File: config.mk
export PLATFORM = sky130hd
export DESIGN_NAME = jpeg_bit_packer_stuffing
export DESIGN_NICKNAME = d
export VERILOG_FILES = /design/src/hdl/jbps_pkg.sv /design/src/hdl/jbps_front.sv /design/src/hdl/jbps_fifo.sv /design/src/hdl/jbps_back.sv /design/src/hdl/jpeg_bit_packer_stuffing.sv
export SDC_FILE = /design/constraint.sdc
export NUM_CORES = 1
export LEC_CHECK = 0
export BUFFER_PORTS_ARGS = -buffer_cell sky130_fd_sc_hd__buf_2
export CORE_ASPECT_RATIO = 0.6
export CORE_MARGIN = 5
export CORE_UTILIZATION = 51
export CTS_BUF_LIST = sky130_fd_sc_hd__clkbuf_16
export CTS_CLUSTER_DIAMETER = 120
export DETAILED_ROUTE_END_ITERATION = 12
export HOLD_SLACK_MARGIN = 0.02
export PLACE_DENSITY = 0.84
export SLEW_MARGIN = 5
export SYNTH_ARGS = -nofsm -noshare
export SYNTH_HDL_FRONTEND = slang
export SYNTH_SLANG_ARGS = --single-unit
File: constraint.sdc
create_clock -name clk -period 3.65 [get_ports clk]
set_input_delay 0.73 -clock clk [delete_from_list [all_inputs] [get_ports clk]]
set_output_delay 0.73 -clock clk [all_outputs]
set_load 0.01 [all_outputs]
File: src/hdl/jbps_pkg.sv
// ----------------------------------------------------------------------------
// jbps_pkg
// Types, codes and constants shared by the bit packer with byte stuffing.
// ----------------------------------------------------------------------------
package jbps_pkg;

  localparam int CODE_W        = 32;
  localparam int LEN_W         = 6;
  localparam int BYTE_W        = 8;
  localparam int PEND_W        = 7;
  localparam int MAX_CODE_BITS_DEF = 32;
  localparam int QUEUE_DEPTH   = 4;
  localparam int PADDR_W       = 3;
  localparam int PDATA_W       = 32;

  localparam logic [BYTE_W-1:0] MARKER_BYTE = 8'hFF;
  localparam logic [BYTE_W-1:0] STUFF_BYTE  = 8'h00;

  // register indexes
  localparam logic REG_PAD_WITH_ONES = 1'b0;

  typedef enum logic {
    OP_APPEND = 1'b0,
    OP_FLUSH  = 1'b1
  } op_t;

  typedef enum logic [1:0] {
    ST_IDLE,
    ST_EMIT,
    ST_STUFF
  } state_t;

  typedef struct packed {
    logic              command;
    logic [CODE_W-1:0] code_value;
    logic [LEN_W-1:0]  code_length;
  } in_item_t;

  typedef struct packed {
    logic [BYTE_W-1:0] out_byte;
    logic              last;
  } out_item_t;

  typedef struct packed {
    op_t               op;
    logic [CODE_W-1:0] code_value;
    logic [LEN_W-1:0]  code_length;
  } q_entry_t;

endpackage

File: src/hdl/jbps_front.sv
// ----------------------------------------------------------------------------
// jbps_front
// Input stage: classifies items, saturates the code length, masks the value
// and drops appends of zero length before they reach the queue.
// ----------------------------------------------------------------------------
module jbps_front import jbps_pkg::*; #(
  parameter int MAX_CODE_BITS = MAX_CODE_BITS_DEF
) (
  input  logic     in_valid,
  output logic     in_ready,
  input  in_item_t in_data,
  input  logic     full,
  output logic     wr_en,
  output q_entry_t wr_entry
);

  localparam int LEN_CAP = (MAX_CODE_BITS < CODE_W) ? MAX_CODE_BITS : CODE_W;

  logic [LEN_W-1:0]  len_sat;
  logic [CODE_W-1:0] val_mask;
  op_t               op;

  always_comb begin
    op = op_t'(in_data.command);
    if (in_data.code_length > LEN_W'(LEN_CAP)) begin
      len_sat = LEN_W'(LEN_CAP);
    end else begin
      len_sat = in_data.code_length;
    end
    val_mask = ~({CODE_W{1'b1}} << len_sat);
  end

  assign in_ready = !full;

  always_comb begin
    wr_entry.op          = op;
    wr_entry.code_value  = in_data.code_value & val_mask;
    wr_entry.code_length = len_sat;
    // zero length appends change nothing
    wr_en = in_valid && in_ready && ((op == OP_FLUSH) || (len_sat != '0));
  end

endmodule

File: src/hdl/jbps_fifo.sv
// ----------------------------------------------------------------------------
// jbps_fifo
// Short queue of classified items between the front and back stages.
// ----------------------------------------------------------------------------
module jbps_fifo import jbps_pkg::*; (
  input  logic     clk,
  input  logic     rst,
  input  logic     wr_en,
  input  q_entry_t wr_entry,
  input  logic     rd_en,
  output q_entry_t rd_entry,
  output logic     full,
  output logic     empty
);

  localparam int PTR_W = $clog2(QUEUE_DEPTH);
  localparam int CNT_W = PTR_W + 1;

  q_entry_t         slots [QUEUE_DEPTH];
  logic [PTR_W-1:0] wr_ptr;
  logic [PTR_W-1:0] rd_ptr;
  logic [CNT_W-1:0] count;

  assign full     = (count == CNT_W'(QUEUE_DEPTH));
  assign empty    = (count == '0);
  assign rd_entry = slots[rd_ptr];

  always_ff @(posedge clk) begin
    if (wr_en) begin
      slots[wr_ptr] <= wr_entry;
    end
  end

  always_ff @(posedge clk) begin
    if (rst) begin
      wr_ptr <= '0;
      rd_ptr <= '0;
      count  <= '0;
    end else begin
      if (wr_en) begin
        wr_ptr <= wr_ptr + 1'b1;
      end
      if (rd_en) begin
        rd_ptr <= rd_ptr + 1'b1;
      end
      case ({wr_en, rd_en})
        2'b10:   count <= count + 1'b1;
        2'b01:   count <= count - 1'b1;
        default: count <= count;
      endcase
    end
  end

endmodule

File: src/hdl/jbps_back.sv
// ----------------------------------------------------------------------------
// jbps_back
// Packing stage: merges queued codes into the bit accumulator and emits one
// byte per cycle into the output register while the output is not stalled, inserting a zero after each 0xFF.
// ----------------------------------------------------------------------------
module jbps_back import jbps_pkg::*; #(
  parameter int MAX_CODE_BITS = MAX_CODE_BITS_DEF
) (
  input  logic      clk,
  input  logic      rst,
  input  logic      pad_with_ones,
  input  logic      empty,
  input  q_entry_t  rd_entry,
  output logic      rd_en,
  output logic      out_valid,
  input  logic      out_ready,
  output out_item_t out_data
);

  localparam int LEN_CAP = (MAX_CODE_BITS < CODE_W) ? MAX_CODE_BITS : CODE_W;
  localparam int ACC_W   = LEN_CAP + PEND_W;
  localparam int CNT_W   = $clog2(ACC_W + 1);

  state_t           state;
  state_t           state_next;
  logic [ACC_W-1:0] acc;
  logic [ACC_W-1:0] acc_next;
  logic [CNT_W-1:0] cnt;
  logic [CNT_W-1:0] cnt_next;
  logic             load_out;
  out_item_t        out_next;

  logic              slot_free;
  logic [CNT_W-1:0]  cnt_less8;
  logic [BYTE_W-1:0] cur_byte;
  logic [PEND_W-1:0] kept;
  logic [3:0]        gap;
  logic [BYTE_W-1:0] pad_bits;
  logic              do_merge;
  logic [LEN_W-1:0]  merge_len;
  logic [ACC_W-1:0]  merge_val;

  assign slot_free = !out_valid || out_ready;
  assign cnt_less8 = cnt - CNT_W'(BYTE_W);
  assign cur_byte  = BYTE_W'(acc >> cnt_less8);
  assign kept      = acc[PEND_W-1:0] & ~({PEND_W{1'b1}} << cnt[2:0]);
  assign gap       = 4'(BYTE_W) - {1'b0, cnt[2:0]};
  assign pad_bits  = pad_with_ones ? ~({BYTE_W{1'b1}} << gap) : '0;

  // merge selection
  always_comb begin
    do_merge  = 1'b0;
    merge_len = '0;
    merge_val = '0;
    if (rd_entry.op == OP_FLUSH) begin
      if (cnt[2:0] != 3'd0) begin
        do_merge  = 1'b1;
        merge_len = LEN_W'(gap);
        merge_val = ACC_W'(pad_bits);
      end
    end else begin
      do_merge  = 1'b1;
      merge_len = rd_entry.code_length;
      merge_val = ACC_W'(rd_entry.code_value);
    end
  end

  // next state
  always_comb begin
    state_next = state;
    case (state)
      ST_IDLE: begin
        if (!empty && do_merge &&
            ({1'b0, cnt} + (CNT_W+1)'(merge_len) >= (CNT_W+1)'(BYTE_W))) begin
          state_next = ST_EMIT;
        end
      end
      ST_EMIT: begin
        if (slot_free) begin
          if (cur_byte == MARKER_BYTE) begin
            state_next = ST_STUFF;
          end else if (cnt_less8 < CNT_W'(BYTE_W)) begin
            state_next = ST_IDLE;
          end
        end
      end
      ST_STUFF: begin
        if (slot_free) begin
          state_next = (cnt < CNT_W'(BYTE_W)) ? ST_IDLE : ST_EMIT;
        end
      end
      default: state_next = ST_IDLE;
    endcase
  end

  // outputs and datapath
  always_comb begin
    rd_en    = 1'b0;
    load_out = 1'b0;
    out_next = out_data;
    acc_next = acc;
    cnt_next = cnt;
    case (state)
      ST_IDLE: begin
        if (!empty) begin
          rd_en = 1'b1;
          if (do_merge) begin
            acc_next = (ACC_W'(kept) << merge_len) | merge_val;
            cnt_next = CNT_W'({1'b0, cnt[2:0]}) + CNT_W'(merge_len);
          end
        end
      end
      ST_EMIT: begin
        if (slot_free) begin
          load_out          = 1'b1;
          out_next.out_byte = cur_byte;
          out_next.last     = (cnt_less8 < CNT_W'(BYTE_W)) && (cur_byte != MARKER_BYTE);
          cnt_next          = cnt_less8;
        end
      end
      ST_STUFF: begin
        if (slot_free) begin
          load_out          = 1'b1;
          out_next.out_byte = STUFF_BYTE;
          out_next.last     = (cnt < CNT_W'(BYTE_W));
        end
      end
      default: begin
        cnt_next = '0;
      end
    endcase
  end

  always_ff @(posedge clk) begin
    if (rst) begin
      state     <= ST_IDLE;
      cnt       <= '0;
      out_valid <= 1'b0;
    end else begin
      state <= state_next;
      cnt   <= cnt_next;
      if (load_out) begin
        out_valid <= 1'b1;
      end else if (out_ready) begin
        out_valid <= 1'b0;
      end
    end
  end

  always_ff @(posedge clk) begin
    acc <= acc_next;
    if (load_out) begin
      out_data <= out_next;
    end
  end

endmodule

File: src/hdl/jpeg_bit_packer_stuffing.sv
// ----------------------------------------------------------------------------
// jpeg_bit_packer_stuffing
// Entropy-coded stream writer: packs variable-length codes MSB first into
// bytes, inserts a zero after every 0xFF and pads the partial byte on flush.
//
//   channel   dir   handshake                 payload
//   in        in    in_valid / in_ready       in_data (command, code, length)
//   out       out   out_valid / out_ready     out_data (out_byte, last)
//   cfg       in    psel penable pwrite       paddr, pwdata, prdata
//
// an item leaves the queue through the idle state of the packing stage, then
// each byte and each stuffed zero is emitted from the emit and stuff states
// an item with no byte passes only the idle state, a zero length append never reaches the queue
// the four-entry queue lets the input side run ahead while the output stalls
// rst is synchronous and clears the partial byte, the queue and the output
// ----------------------------------------------------------------------------
module jpeg_bit_packer_stuffing import jbps_pkg::*; #(
  parameter int MAX_CODE_BITS = MAX_CODE_BITS_DEF
) (
  input  logic               clk,
  input  logic               rst,
  input  logic               in_valid,
  output logic               in_ready,
  input  in_item_t           in_data,
  output logic               out_valid,
  input  logic               out_ready,
  output out_item_t          out_data,
  input  logic               psel,
  input  logic               penable,
  input  logic               pwrite,
  input  logic [PADDR_W-1:0] paddr,
  input  logic [PDATA_W-1:0] pwdata,
  output logic [PDATA_W-1:0] prdata,
  output logic               pready
);

  logic     pad_with_ones;
  logic     full;
  logic     empty;
  logic     wr_en;
  logic     rd_en;
  q_entry_t wr_entry;
  q_entry_t rd_entry;

  assign pready = 1'b1;

  always_ff @(posedge clk) begin
    if (rst) begin
      pad_with_ones <= 1'b0;
    end else if (psel && penable && pwrite && pready &&
                 (paddr[PADDR_W-1] == REG_PAD_WITH_ONES)) begin
      pad_with_ones <= pwdata[0];
    end
  end

  assign prdata = (paddr[PADDR_W-1] == REG_PAD_WITH_ONES) ?
                  PDATA_W'(pad_with_ones) : '0;

  jbps_front #(
    .MAX_CODE_BITS(MAX_CODE_BITS)
  ) u_front (
    .in_valid (in_valid),
    .in_ready (in_ready),
    .in_data  (in_data),
    .full     (full),
    .wr_en    (wr_en),
    .wr_entry (wr_entry)
  );

  jbps_fifo u_fifo (
    .clk      (clk),
    .rst      (rst),
    .wr_en    (wr_en),
    .wr_entry (wr_entry),
    .rd_en    (rd_en),
    .rd_entry (rd_entry),
    .full     (full),
    .empty    (empty)
  );

  jbps_back #(
    .MAX_CODE_BITS(MAX_CODE_BITS)
  ) u_back (
    .clk           (clk),
    .rst           (rst),
    .pad_with_ones (pad_with_ones),
    .empty         (empty),
    .rd_entry      (rd_entry),
    .rd_en         (rd_en),
    .out_valid     (out_valid),
    .out_ready     (out_ready),
    .out_data      (out_data)
  );

endmodule

# Word level (Yosys, flattened, before mapping)
# Memories as Yosys holds them, arrays and structs flattened. A register that Yosys moved wholly into a read port is not among the register bits.
# Index checks and enable logic that the tools add are counted.
# W data, S select, Z words.
[word_totals]
wordCells = 109
reg_bits = 65
ramBits = 156
inputBits = 81
mem_count = 1
[classes]
eq_ne = 13
mux = 34
magnitude_cmp = 4
reduce_logical = 25
addsub = 8
shifts = 5
bitwise = 9
[mem_list]
columns = ["memory", "depth", "word_bits", "read_ports", "rd_clocked_by_memory_dff", "write_ports", "line", "rtl"]
rows = [
  ["u_fifo.slots", 4, 39, 1, 1, 1, "jbps_fifo.sv:19", "q_entry_t slots [QUEUE_DEPTH];"],
]
[ops]
columns = ["cell", "n"]
rows = [
  ["$or A39 B32 Y39", 1],
  ["$shl A7 B6 Y39", 1],
  ["$shr A39 B6 Y8", 1],
  ["$and A32 B32 Y32", 1],
  ["$mux W32", 1],
  ["$not A32 Y32", 1],
  ["$shl A32 B6 Y32 const A", 1],
  ["$mux W6", 5],
  ["$mux W9", 2],
  ["$pmux W6 S3", 1],
  ["$pmux W9 S2", 1],
  ["$mux W8", 2],
  ["$mux W2", 7],
  ["$lt A6 B4 Y1 const B", 2],
  ["$mux W1", 12],
  ["$reduce_and A4 Y1", 3],
  ["$eq A8 B8 Y1 const B", 1],
  ["$logic_and A1 B1 Y1", 8],
  ["$ne A2 B1 Y1 const B", 4],
  ["$ne A8 B8 Y1 const B", 1],
  ["$not A8 Y8", 1],
  ["$shl A8 B4 Y8 const A", 1],
  ["$add A6 B6 Y7", 1],
  ["$and A7 B7 Y7", 1],
  ["other kinds (28)", 38],
]

# Longest topological paths before layout
[logic_depth]
word_depth = 8
depth_mapped = 17

# Cells and area by module
# From an unflattened synthesis, not the netlist that was laid out.
[unflattened]
hier_cells = 917
hier_area_um2 = 12408.2
[by_module_without_submodules]
columns = ["module", "area_each_um2", "cells_per_inst", "instances"]
rows = [
  ["jbps_fifo", 6052.1, 250, 1],
  ["jbps_back", 5512.8, 532, 1],
  ["jbps_front", 534.3, 95, 1],
  ["jpeg_bit_packer_stuffing", 309.0, 40, 1],
]

# Least setup slack after synthesis
# OpenSTA, ideal clock, no wires.
[synth_path]
path_type = "reg-to-reg"
startpoint = "register u_back.cnt[0]"
endpoint = "register u_back.state[1]"
arrival_time_ps = 3431
period_less_slack_ps = 3515
required_time_ps = 3566
n_path_buf = 2
path_slack_ps = 135
setup_time_ps = 84
stages_incl_launch_ff = 18
path_cell_list = "dfxtp_1 buf_4 inv_1 clkbuf_1 ha_1 ha_1 and2b_2 mux2i_4 inv_1 ha_1 inv_1 fa_1 nand3_1 o21ai_0 a311oi_1 nand3_1 mux2_4 o31ai_2"
[synth_via]
elab_chain_cells = 8
word_cells_on_any_way = 20
classes_between = "3 x add/sub; 2 x order compare; 3 x eq/ne; 1 x shift; 7 x mux; 4 x reduce/logical"
[synth_rtl]
columns = ["item", "line", "rtl"]
rows = [
  ["start, declared", "jbps_back.sv:28", "logic [CNT_W-1:0] cnt;"],
  ["start signal, assigned", "jbps_back.sv:141", "cnt <= cnt_next;"],
  ["$sub A4 B3 Y4 or $reduce_bool A3 Y1 (tied branches)", "jbps_back.sv:47, jbps_back.sv:56", ""],
  ["$mux W4", "jbps_back.sv:56", "if (cnt[2:0] != 3'd0) begin"],
  ["$mux W6", "jbps_back.sv:55", "if (rd_entry.op == OP_FLUSH) begin"],
  ["$add A6 B6 Y7", "jbps_back.sv:74", "({1'b0, cnt} + (CNT_W+1)'(merge_len) >= (CNT_W+1)'(BYTE_W))) begin"],
  ["$ge A7 B4 Y1", "jbps_back.sv:74", ""],
  ["$logic_and A1 B1 Y1", "jbps_back.sv:73", "if (!empty && do_merge &&"],
  ["$ne A2 B1 Y1 (no source line)", "n/a", ""],
  ["$reduce_and A4 Y1 (no source line)", "n/a", ""],
  ["end signal, assigned", "jbps_back.sv:140", "state <= state_next;"],
  ["end, declared", "jbps_back.sv:24", "state_t state;"],
]
# Parallel ways exist; a longest one is shown, timed or not. The select of a mux whose other input is x is not followed.
# A chain may end at the register's enable or synchronous reset.

==> flow_metrics.env <==
export IMPL_outcome="finished, final reports clean"
export IMPL_yosys_warnings=0
export IMPL_drcViolationCount=0
export IMPL_worst_pin_slew_ns=0.845
export IMPL_slew_viol_final=0
export IMPL_period_share=0.927
export IMPL_dpl_hpwl_mm=20.7
export IMPL_hold_start="in_data[38]"
export IMPL_hold_path_class="primary input to flop"
export IMPL_fp_row_count=44
export IMPL_yosysUniqueCellTypes=74
export IMPL_cts_inserted_buffers=22
export IMPL_maxCapViolations=0
export IMPL_nets=1070
export IMPL_grt_max_degree=63
export IMPL_dieArea_mm2=0.0275
export IMPL_core_mm2=0.0239
export IMPL_ctsHoldBuffers=0
export IMPL_cts_resized=0
export IMPL_area_growth_pct=12.0
export IMPL_drive_gt1_frac=0.252
export IMPL_p_sw_mw=4.07
export IMPL_combPwrFrac=0.416
export IMPL_route_vias_total=7989
export IMPL_syn_area_per_cell_um2=13.6
export IMPL_cts_setup_buffers=0
export IMPL_post_drt_wl_per_cell_um=22.5
export IMPL_overflow=0
export IMPL_antenna_found_initial=1
export IMPL_antenna_left=0
export IMPL_timing_hold_ws_ns=0.431
export IMPL_p_per_area_mw_per_mm2=811
export IMPL_dpl_instance_area_mm2=0.0129
export IMPL_setup_viol=0
export IMPL_final_area_mm2=0.0138
export IMPL_clockRootBuffer="clkbuf_16"
export IMPL_p_total_mw=11.2
export IMPL_fp_dieH_um=130
export IMPL_worst_slack_ns=0.265
export IMPL_fillCellCount=1851
export IMPL_synth_edf_count=204
export IMPL_grt_setup_unrepaired="false"
export IMPL_clockPowerShare=0.237
export IMPL_cts_max_level=1
export IMPL_drt_iter0_markers=983
export IMPL_yosysSeqAreaShare=0.528
export IMPL_finalClockSkew_ns=0.0319
export IMPL_worst_ir_drop_vdd_mv=0.429
export IMPL_synthFlopType="edfxtp_1"
export IMPL_hold_viol_final=0
export IMPL_cts_sinks=223
export IMPL_pwr_share_seq=0.347
export IMPL_worstSkewPairLatency_ns=0.55
export IMPL_switching_share=0.364
export IMPL_antenna_cells=0
export IMPL_synth_cells=903
export IMPL_clk_pin_slew_ns=0.07
export IMPL_synth_seq_cells=223
export IMPL_via_per_inst=6.14
export IMPL_setup_tns_ns=0
export IMPL_start_util=0.514
export IMPL_grt_pass1_wl_mm=45.0
export IMPL_async_flop_share=0
export IMPL_crit_fanout=10
export IMPL_crit_path_start_kind="flop"
export IMPL_p_int_mw=7.11
export IMPL_ioPinCount=125
export IMPL_die_w_um=211
export IMPL_dr_pass1_iters=5
export IMPL_place_ws_ns=0.260
export IMPL_synth_area_mm2=0.0123
export IMPL_required_ns=4.10
export IMPL_critPathKind="flop to flop"
export IMPL_worst_setup_path_end_kind="flop"
export IMPL_wl_mm=29.3
export IMPL_fmax_ghz=0.295
export IMPL_min_period_ns=3.38
export IMPL_cts_tree="built"
export IMPL_final_util=0.576
export IMPL_slew_headroom=0.435
export IMPL_port_buffers=59
export IMPL_grt_pass1_vias=7610
export IMPL_cp_data_arrival_time_ns=3.83
export IMPL_instances_no_fill=1302
export IMPL_grt_usage=0.212
export IMPL_gp_congestion=0.976
export IMPL_dp_cells=1262
export IMPL_leakage_nw=4.79
export IMPL_cts_buffer_depth=3
==> power groups by stage <==
| stage | Clock (mW) | Combinational (mW) | Sequential [mW] |
|---|---|---|---|
| floorplan | 0 | 3.45 | 3.73 |
| detailed placement | 0 | 4.57 | 3.91 |
| CTS | 2.69 | 4.59 | 3.86 |
| finish | 2.65 | 4.65 | 3.87 |
| global route | 2.80 | 5.04 | 3.92 |
| global placement | 0 | 4.49 | 3.88 |
==> flip-flops by register name (all words and copies together), names as in the netlist, named ones only <==
signal / flops
pad_with_ones: 1
u_back.acc: 39
u_back.cnt: 6
u_back.out_data: 9
u_back.out_valid: 1
u_back.state: 2
u_fifo.count: 3
u_fifo.rd_ptr: 2
u_fifo.slots: 156
u_fifo.wr_ptr: 2
==> kinds of logic after synthesis <==
kind of cell               Yosys count  synth area share
and+or+nand+nor                    229            0.0931
DFF                                223             0.528
AOI/OAI and AO/OA                  163            0.0876
muxes                              135             0.204
buffers and inverters              115            0.0519
adders and majority gates           25            0.0266
xor gates and xnor gates            11           0.00782
other                                2          0.000610
==> worst paths after layout <==
check | endpoint | slack (ns) | cells past startpoint
min | u_fifo.slots[3][38] | 0.43 | 1
min reg2reg | u_fifo.count[2] | 0.51 | 2
max | u_back.state[1] | 0.27 | 12
max reg2reg | u_back.state[1] | 0.27 | 12
==> routing by layer <==
layer	vias to the layer above	track usage	wire length, um
li1	3549	-	-
met1	3934	0.331	12600
met2	458	0.309	12800
met3	46	0.0555	3430
met4	2	0.0328	423
met5	-	0	13
==> layout by cell type, fill, tap and decap left out, drive strengths merged, types with 23 or more instances in the layout <==
cell type	count
nand2	66
nor2b	27
mux2i	43
edfxtp	204
nor2	58
buf	95
conb	32
o21ai	50
inv	29
a21oi	27
ha	23
mux4	89
==> worst max-delay path: stages, from the launching register on <==
cell and delay, ns:
dfxtp_2 0.52, mux4_2 0.69, mux2i_4 0.30, inv_1 0.09, ha_1 0.16, inv_1 0.06, fa_1 0.45, nand3_1 0.09
o21ai_0 0.08, a311oi_1 0.38, nand3_1 0.13, mux2_4 0.28, o31ai_2 0.05
==> Yosys cell counts (4+ instances only) <==
cell type / number / area share
edfxtp_1: 204 / 0.50
mux4_2: 85 / 0.16
nand2_1: 66 / 0.020
nor2_1: 58 / 0.018
buf_4: 41 / 0.025
mux2i_1: 41 / 0.033
o21ai_0: 40 / 0.016
nor2b_1: 27 / 0.014
clkbuf_1: 26 / 0.0079
inv_1: 26 / 0.0079
a21oi_1: 23 / 0.0093
ha_1: 23 / 0.023
dfxtp_1: 19 / 0.031
and2_1: 14 / 0.0071
nand2b_1: 14 / 0.0071
a22oi_1: 13 / 0.0079
a21boi_0: 11 / 0.0067
nand3_1: 11 / 0.0045
o21a_1: 10 / 0.0061
o21ai_1: 10 / 0.0041
buf_2: 9 / 0.0037
o22ai_1: 8 / 0.0041
buf_1: 7 / 0.0021
nand3b_1: 6 / 0.0037
nor3b_1: 6 / 0.0037
xnor2_1: 6 / 0.0043
a31oi_1: 5 / 0.0025
nor3_1: 5 / 0.0020
or3_1: 5 / 0.0025
xor2_1: 5 / 0.0036
a211oi_1: 4 / 0.0024
a21o_1: 4 / 0.0024
a21oi_2: 4 / 0.0028
mux4_1: 4 / 0.0085
==> final cells by class <==
cell class | count | area, um^2 | area share
clock inverters | 18 | 309 | 0.0224
well taps | 322 | 403 | 0.0292
inverters | 27 | 101 | 0.00735
flip-flops and latches | 223 | 6510 | 0.472
multi-input cells | 595 | 5290 | 0.383
repair buffers | 95 | 628 | 0.0455
clock buffers | 22 | 551 | 0.0399
Power figures use the tool's default switching activity.
